==> src/sv/pip_pkg.sv <==
// package: payload types and constants for the point in polygon tester
`default_nettype none
package pip_pkg;
  localparam int CoordW = 16;
  localparam int CountW = 7;
  localparam int IndexW = 6;
  localparam int CfgIdxW = 2;
  localparam logic [CfgIdxW-1:0] CFG_OFFSET_X = 2'd0;
  localparam logic [CfgIdxW-1:0] CFG_OFFSET_Y = 2'd1;
  localparam logic [CfgIdxW-1:0] CFG_VERTEX_COUNT = 2'd2;
  localparam logic REQ_WRITE = 1'b0;
  localparam logic REQ_TEST = 1'b1;

  typedef struct packed {
    logic req_type;
    logic [IndexW-1:0] vertex_index;
    logic signed [CoordW-1:0] coord_x;
    logic signed [CoordW-1:0] coord_y;
  } in_item_t;

  typedef struct packed {
    logic result_kind;
    logic hit;
  } out_item_t;

  // token handed from cell to cell along the chain
  typedef struct packed {
    logic vld;
    logic odd;
    logic signed [CoordW:0] qx;
    logic signed [CoordW:0] qy;
    logic signed [CoordW-1:0] px;
    logic signed [CoordW-1:0] py;
  } tok_t;
endpackage
`default_nettype wire

==> src/sv/pip_cell.sv <==
// cell: one polygon vertex, tests the edge to the previous vertex on the passing token
`default_nettype none
module pip_cell (
  input  wire logic clk,
  input  wire logic rst_n,
  input  wire logic wr_en,
  input  wire logic signed [pip_pkg::CoordW-1:0] wr_x,
  input  wire logic signed [pip_pkg::CoordW-1:0] wr_y,
  input  wire logic active,
  input  wire logic is_last,
  input  wire logic signed [pip_pkg::CoordW-1:0] close_x,
  input  wire logic signed [pip_pkg::CoordW-1:0] close_y,
  input  wire pip_pkg::tok_t tok_i,
  output pip_pkg::tok_t tok_o,
  output logic signed [pip_pkg::CoordW-1:0] vx,
  output logic signed [pip_pkg::CoordW-1:0] vy
);
  localparam int W = pip_pkg::CoordW;
  logic signed [W-1:0] vx_r, vy_r;
  pip_pkg::tok_t tok_r, tok_nxt;
  logic signed [W+1:0] dxq, dyv, dxe, dyq;
  logic signed [2*W+3:0] lhs, rhs;
  logic straddle, left;

  always_comb begin
    dxq = {tok_i.qx[W], tok_i.qx} - {{2{vx_r[W-1]}}, vx_r};
    dyq = {tok_i.qy[W], tok_i.qy} - {{2{vy_r[W-1]}}, vy_r};
    dyv = {{2{tok_i.py[W-1]}}, tok_i.py} - {{2{vy_r[W-1]}}, vy_r};
    dxe = {{2{tok_i.px[W-1]}}, tok_i.px} - {{2{vx_r[W-1]}}, vx_r};
    lhs = dxq * dyv;
    rhs = dxe * dyq;
    straddle = ($signed({vy_r[W-1], vy_r}) > tok_i.qy)
               != ($signed({tok_i.py[W-1], tok_i.py}) > tok_i.qy);
    left = dyv[W+1] ? (lhs > rhs) : (lhs < rhs);
    tok_nxt = tok_i;
    tok_nxt.px = vx_r;
    tok_nxt.py = vy_r;
    if (active && straddle && left) begin
      tok_nxt.odd = ~tok_i.odd;
    end
    // last cell closes the polygon against vertex zero
    if (active && is_last) begin
      tok_nxt.px = close_x;
      tok_nxt.py = close_y;
    end
  end

  always_ff @(posedge clk) begin
    if (wr_en) begin
      vx_r <= wr_x;
      vy_r <= wr_y;
    end
    if (!rst_n) begin
      tok_r <= '0;
    end else begin
      tok_r <= tok_nxt;
    end
  end

  assign tok_o = tok_r;
  assign vx = vx_r;
  assign vy = vy_r;
endmodule
`default_nettype wire

==> config.mk <==
export PLATFORM = sky130hd
export DESIGN_NAME = pip_cell
export DESIGN_NICKNAME = d
export VERILOG_FILES = /design/src/sv/pip_pkg.sv /design/src/sv/pip_cell.sv
export SDC_FILE = /design/constraint.sdc
export NUM_CORES = 2
export LEC_CHECK = 0
export ABC_AREA = 1
export BUFFER_PORTS_ARGS = -buffer_cell sky130_fd_sc_hd__buf_2
export CAP_MARGIN = 15
export CORE_MARGIN = 2
export CORE_UTILIZATION = 64
export CTS_BUF_LIST = sky130_fd_sc_hd__clkbuf_16
export CTS_CLUSTER_DIAMETER = 200
export DETAILED_ROUTE_END_ITERATION = 10
export PLACE_DENSITY_LB_ADDON = 0.12
export SYNTH_ARGS = -nofsm -noshare
export SYNTH_HDL_FRONTEND = slang
export SYNTH_SLANG_ARGS = --single-unit
export TNS_END_PERCENT = 50
==> constraint.sdc <==
create_clock -name clk -period 11.8 [get_ports clk]
set_clock_uncertainty 0.15 [all_clocks]
set_input_delay 0.59 -clock clk [delete_from_list [all_inputs] [get_ports clk]]
set_output_delay 0.59 -clock clk [all_outputs]
set_load 0.02 [all_outputs]
After elaboration in Yosys (flattened, before gate mapping)
Cells that the tools add are included.
{ "word_totals": {"register_bits": 100, "input_bits": 137, "elab_cells": 26, "output_inout_bits": 100} }
{ "op_classes": {"magnitude_cmp": 4, "n_addsub": 4, "n_mux": 3, "bitwise_logic": 1, "reduce_logical": 3, "multipliers": 2, "n_eq_ne": 1} }
{ "ops": {"columns": ["operator", "n"], "rows": [
  ["17-bit by 16-bit subtractor with 18-bit output", 2],
  ["35-bit greater-than comparator", 1],
  ["35-bit less-than comparator", 1],
  ["17-bit by 18-bit multiplier with 35-bit output", 1],
  ["18-bit by 17-bit multiplier with 35-bit output", 1],
  ["16-bit by 17-bit greater-than comparator with 1-bit output", 2],
  ["16-bit by 16-bit subtractor with 17-bit output", 2],
  ["32-bit two-way mux", 1],
  ["1-bit logical AND", 3],
  ["1-bit two-way mux", 2],
  ["1-bit inequality test", 1],
  ["1-bit inverter", 1]
]} }

Depth between registers and ports, before layout
{ "logic_depth": {"ltp_word": 6, "mapped_depth": 56, "depth_no_buf": 56} }

Worst setup path before layout
No wires, ideal clock.
{ "synth_timing": {"kind": "input -> register", "startpoint": "input port tok_i[49] in the netlist's numbering", "endpoint": "register tok_r (netlist bit tok_o[66])", "path_buffers": 0, "path_stages": 47, "setup_time_ns": 0.110, "slack_ns": 3.308, "arrival_time_ns": 8.232, "t_required_ns": 11.540, "path_cell_list": "inv_1 > ha_1 > inv_1 > fa_1 > nand3_1 > nand2_1 > nand2_1 > o211ai_1 > nand2_1 > nand2_1 > a21oi_1 > o21ai_2 > xnor2_4 > inv_2 > nand2_1 > fa_1 > inv_1 > fa_1 > [11 not listed] > nand2_1 > a31oi_1 > o21ai_0 > nand3_1 > nand2_1 > xor2_1 > ha_1 > nand4_1 > nor3_1 > nand3_1 > nand3_1 > nand2_1 > nand3_1 > nand2_1 > nand3_1 > nand2_1 > inv_1 > nor2_1"} }
{ "synth_between": {"elab_chain_len": 6, "word_cells_on_any_way": 7, "cone_classes": "add/sub (1); mul (1); order compare (2); mux (2); reduce/logical (1)"} }
{ "synth_rtl": {"columns": ["element", "line_no", "rtl"], "rows": [
  ["start, declared", "pip_cell.sv:13", "input wire pip_pkg::tok_t tok_i,"],
  ["17-bit by 16-bit subtractor with 18-bit output *", "pip_cell.sv:26", "dxq = {tok_i.qx[W], tok_i.qx} - {{2{vx_r[W-1]}}, vx_r};"],
  ["18-bit by 17-bit multiplier with 35-bit output *", "pip_cell.sv:30", "lhs = dxq * dyv;"],
  ["35-bit less-than comparator or 35-bit greater-than comparator (tied branches)", "pip_cell.sv:34", "left = dyv[W+1] ? (lhs > rhs) : (lhs < rhs);"],
  ["1-bit two-way mux *", "pip_cell.sv:34", null],
  ["1-bit logical AND *", "pip_cell.sv:38", "if (active && straddle && left) begin"],
  ["1-bit two-way mux *", "pip_cell.sv:38", null],
  ["end signal, assigned", "pip_cell.sv:56", "tok_r <= tok_nxt;"],
  ["end, declared", "pip_cell.sv:20", "pip_pkg::tok_t tok_r, tok_nxt;"]
]} }
Mark *: on every way between the ends. The rest lies on a longest branch, timed or not.
A chain may end at the register's enable or synchronous reset.

Worst setup path in the final report
{ "layout_timing": {"startpoint": "register vy_r[0], in the netlist vy[0]", "endpoint": "register tok_r (netlist bit tok_o[66])"} }
{ "layout_between": {"elab_chain_len": 6, "word_cells_on_any_way": 12, "cone_classes": "add/sub (2); mul (2); order compare (3); eq/ne (1); mux (2); reduce/logical (2)"} }
{ "layout_rtl": {"columns": ["element", "line_no", "rtl"], "rows": [
  ["start, declared", "pip_cell.sv:19", "logic signed [W-1:0] vx_r, vy_r;"],
  ["start signal, assigned", "pip_cell.sv:51", "vy_r <= wr_y;"],
  ["17-bit by 16-bit subtractor with 18-bit output or 16-bit by 16-bit subtractor with 17-bit output (tied branches)", "pip_cell.sv:27, pip_cell.sv:28", null],
  ["17-bit by 18-bit multiplier with 35-bit output or 18-bit by 17-bit multiplier with 35-bit output (tied branches)", "pip_cell.sv:31, pip_cell.sv:30", null],
  ["35-bit less-than comparator or 35-bit greater-than comparator (tied branches)", "pip_cell.sv:34", null],
  ["1-bit two-way mux", "pip_cell.sv:34", null],
  ["1-bit logical AND *", "pip_cell.sv:38", null],
  ["1-bit two-way mux *", "pip_cell.sv:38", null]
]} }
Marked as above.

==> results.py <==
metrics = {
    "clock_network": {
        "post-cts-setup-buffer-count": 0,
        "clk_latency_ps": 370,
        "cts_tree": "built",
        "path_clk_slew_ps": 80,
        "numCtsBuffers": 9,
        "htree_levels": 3,
        "cts_sinks": 100,
        "cts_root_buffer": "clkbuf_16",
        "cts_hold_buf": 0,
        "cts.repair.resized": 0,
        "cts_buffer_depth": 2,
    },
    "global_route": {
        "grt_pass1_wl_um": 142000,
        "globalRouteOverflowTotal": 0,
        "grtUsageTotal_pct": 37.7,
        "antenna_found_initial": 1,
        "grt_max_degree": 64,
        "grt_pass1_vias": 26430,
    },
    "logic_synthesis": {
        "ys_ff_latch": 100,
        "yosysSeqAreaShare_pct": 7.71,
        "synth_top_area_share_pct": 41.6,
        "synth_ff_type": "dfxtp_1",
        "syn-num-nets": 4750,
        "synth-xor-area-share_pct": 3.62,
        "synth_top_family_by_area": "adder cells",
        "synth_edf_count": 32,
        "async_reset_ff_share_pct": 0,
        "synthCells": 3695,
        "synth_area_per_cell_um2": 8.15,
        "synth-adder-area-share_pct": 53.7,
        "syn-cell-area_um2": 30100,
        "muxShareOfSynthArea_pct": 0,
        "netlist_top_cells_area": "fa_1, ha_1, inv_1, nand2_1, nor2_1",
        "synthSimpleGateAreaFrac_pct": 15.7,
        "ys_types": 47,
        "yosysWarnings": 0,
        "synth_compound_area_share_pct": 6.49,
        "synth_area_leader_cell": "fa_1",
    },
    "die": {
        "dieArea_um2": 48800,
        "pin_count": 237,
        "die_h_um": 221,
        "core_um2": 46600,
        "row_count": 79,
        "die-width_um": 221,
        "start_util_pct": 64.7,
    },
    "job": {
        "cap_violations": 0,
    },
    "routing": {
        "drt_iter0_drc": 2055,
        "wl_um": 88800,
        "dr.pass1.iters": 6,
        "drc": 0,
        "via_per_inst": 5.56,
        "ant_nets": 0,
        "wl_per_cell_um": 19.6,
        "via_count": 25152,
    },
    "final_layout": {
        "drive_above_1_share_pct": 8.71,
        "finalNetCount": 4966,
        "areaGrowthSynthToFinish_pct": 7.47,
        "final_common_cell": "inv_1",
        "layout_common_cells": "inv_1, nand2_1, fa_1",
    },
    "placement": {
        "gp_congestion": 1.01,
        "place_hpwl_um": 77100,
        "io_buffers": 236,
    },
    "timing": {
        "maxSlewViolCount": 0,
        "worst_slew_pin_slew_ps": 1280,
        "maxSlewHeadroom_pct": 14.6,
        "fin_crit_sh_pct": 85.5,
        "min_period_ps": 10090,
        "rsz0062_at_grt": "no",
        "fmax_mhz": 99.1,
        "finalSetupViolations": 0,
        "tns_ps": 0,
        "hold_viol": 0,
    },
    "critical_path": {
        "required_ps": 11960,
        "arrival_ps": 10260,
        "critPathMaxFanout": 10,
        "slowest_stage": "xnor2_2",
        "critPathLaunchType": "register",
        "end_kind": "register",
        "path_common_cell": "fa_1",
        "critPathMaxStageDelay_ps": 810,
        "crit_type": "reg -> reg",
    },
    "outcome": {
        "outcome": "finished, final reports clean",
    },
    "worst_hold_path": {
        "hold_path_class": "in -> reg",
    },
}
[worst paths after layout]
kind	start	end	slack, ps	cells past startpoint
min	wr_y[5]	vy[5]$_DFFE_PP_	240	1
max	vy[0]$_DFFE_PP_	tok_o[66]$_SDFF_PN0_	1710	35
max reg2reg	vy[0]$_DFFE_PP_	tok_o[66]$_SDFF_PN0_	1710	35
min reg2reg	vy[11]$_DFFE_PP_	tok_o[11]$_SDFF_PN0_	470	2
[logic make-up (layout without fill, tap and decap cells)]
kind of cell	Yosys count	after routing
other	0	1
xor gates and xnor gates	118	118
AOI/OAI and AO/OA	346	346
adders and majority gates	918	918
DFF	100	100
buffers and inverters	1008	1229
and+or+nand+nor	1205	1205
[metrics by stage]
| stage | utilization (%) | cells | area, um2 | setup WS (ps) | hold slack, ps |
|---|---|---|---|---|---|
| after CTS | 69.5 | 4523 | 32400 | 2040 | 241 |
| after detailed placement | 68.9 | 4507 | 32100 | 1880 | 440 |
| after floorplan | - | 3695 | 30100 | 3310 | 510 |
| final | 69.6 | 4524 | 32400 | 1710 | 244 |
| after global placement | 68.9 | 4506 | 32100 | 1760 | 444 |
| after global routing | 69.6 | 4524 | 32400 | 1360 | 242 |
[layout make-up]
cell class              count  area, um2
diodes                      1       2.50
clock buffers              10        250
clock inverters             6       51.3
fillers                  3924      14200
inverters                 941       3530
multi-input cells        2587      24000
flip-flops and latches    100       2320
well taps                 607        759
repair buffers            272       1450
[per-layer routing]
layer / up-vias / wire, um / GRT usage, %
met5: - / 0 / 0
met4: 0 / 4210 / 15.3
met3: 232 / 10800 / 9.83
met2: 1374 / 39700 / 59.4
met1: 12140 / 34200 / 49.9
li1: 11406 / - / -
[critical path, delay by kind of cell, from the launching register on]
family / cells / cell delay [ps]
AO/OA/AOI/OAI: 4 / 790
buffers and inverters: 6 / 1170
flip-flops: 1 / 560
adder cells (fa/ha/maj): 10 / 4610
AND/OR/NAND/NOR: 13 / 1760
XOR/XNOR: 2 / 970
[flip-flops by register name, indices dropped and copies added (netlist names)]
register and flops:
vx 16, vy 16, tok_o 68
[synth_stat cells, types with 6 or more instances]
cell type,n
a21o_1,11
a21oi_1,185
buf_2,15
clkbuf_1,44
clkinv_1,14
dfxtp_1,68
edfxtp_1,32
fa_1,626
ha_1,292
inv_1,919
inv_2,8
nand2_1,694
nand2_2,8
nand3_1,55
nand4_1,17
nor2_1,387
nor3_1,24
o21a_1,6
o21ai_0,85
o21ai_1,6
o21ai_2,9
o21bai_1,10
or2_2,9
xnor2_1,47
xor2_1,65
Power is not shown: default switching activity piles up to over one toggle a cycle in this logic, so the estimate is an artifact.
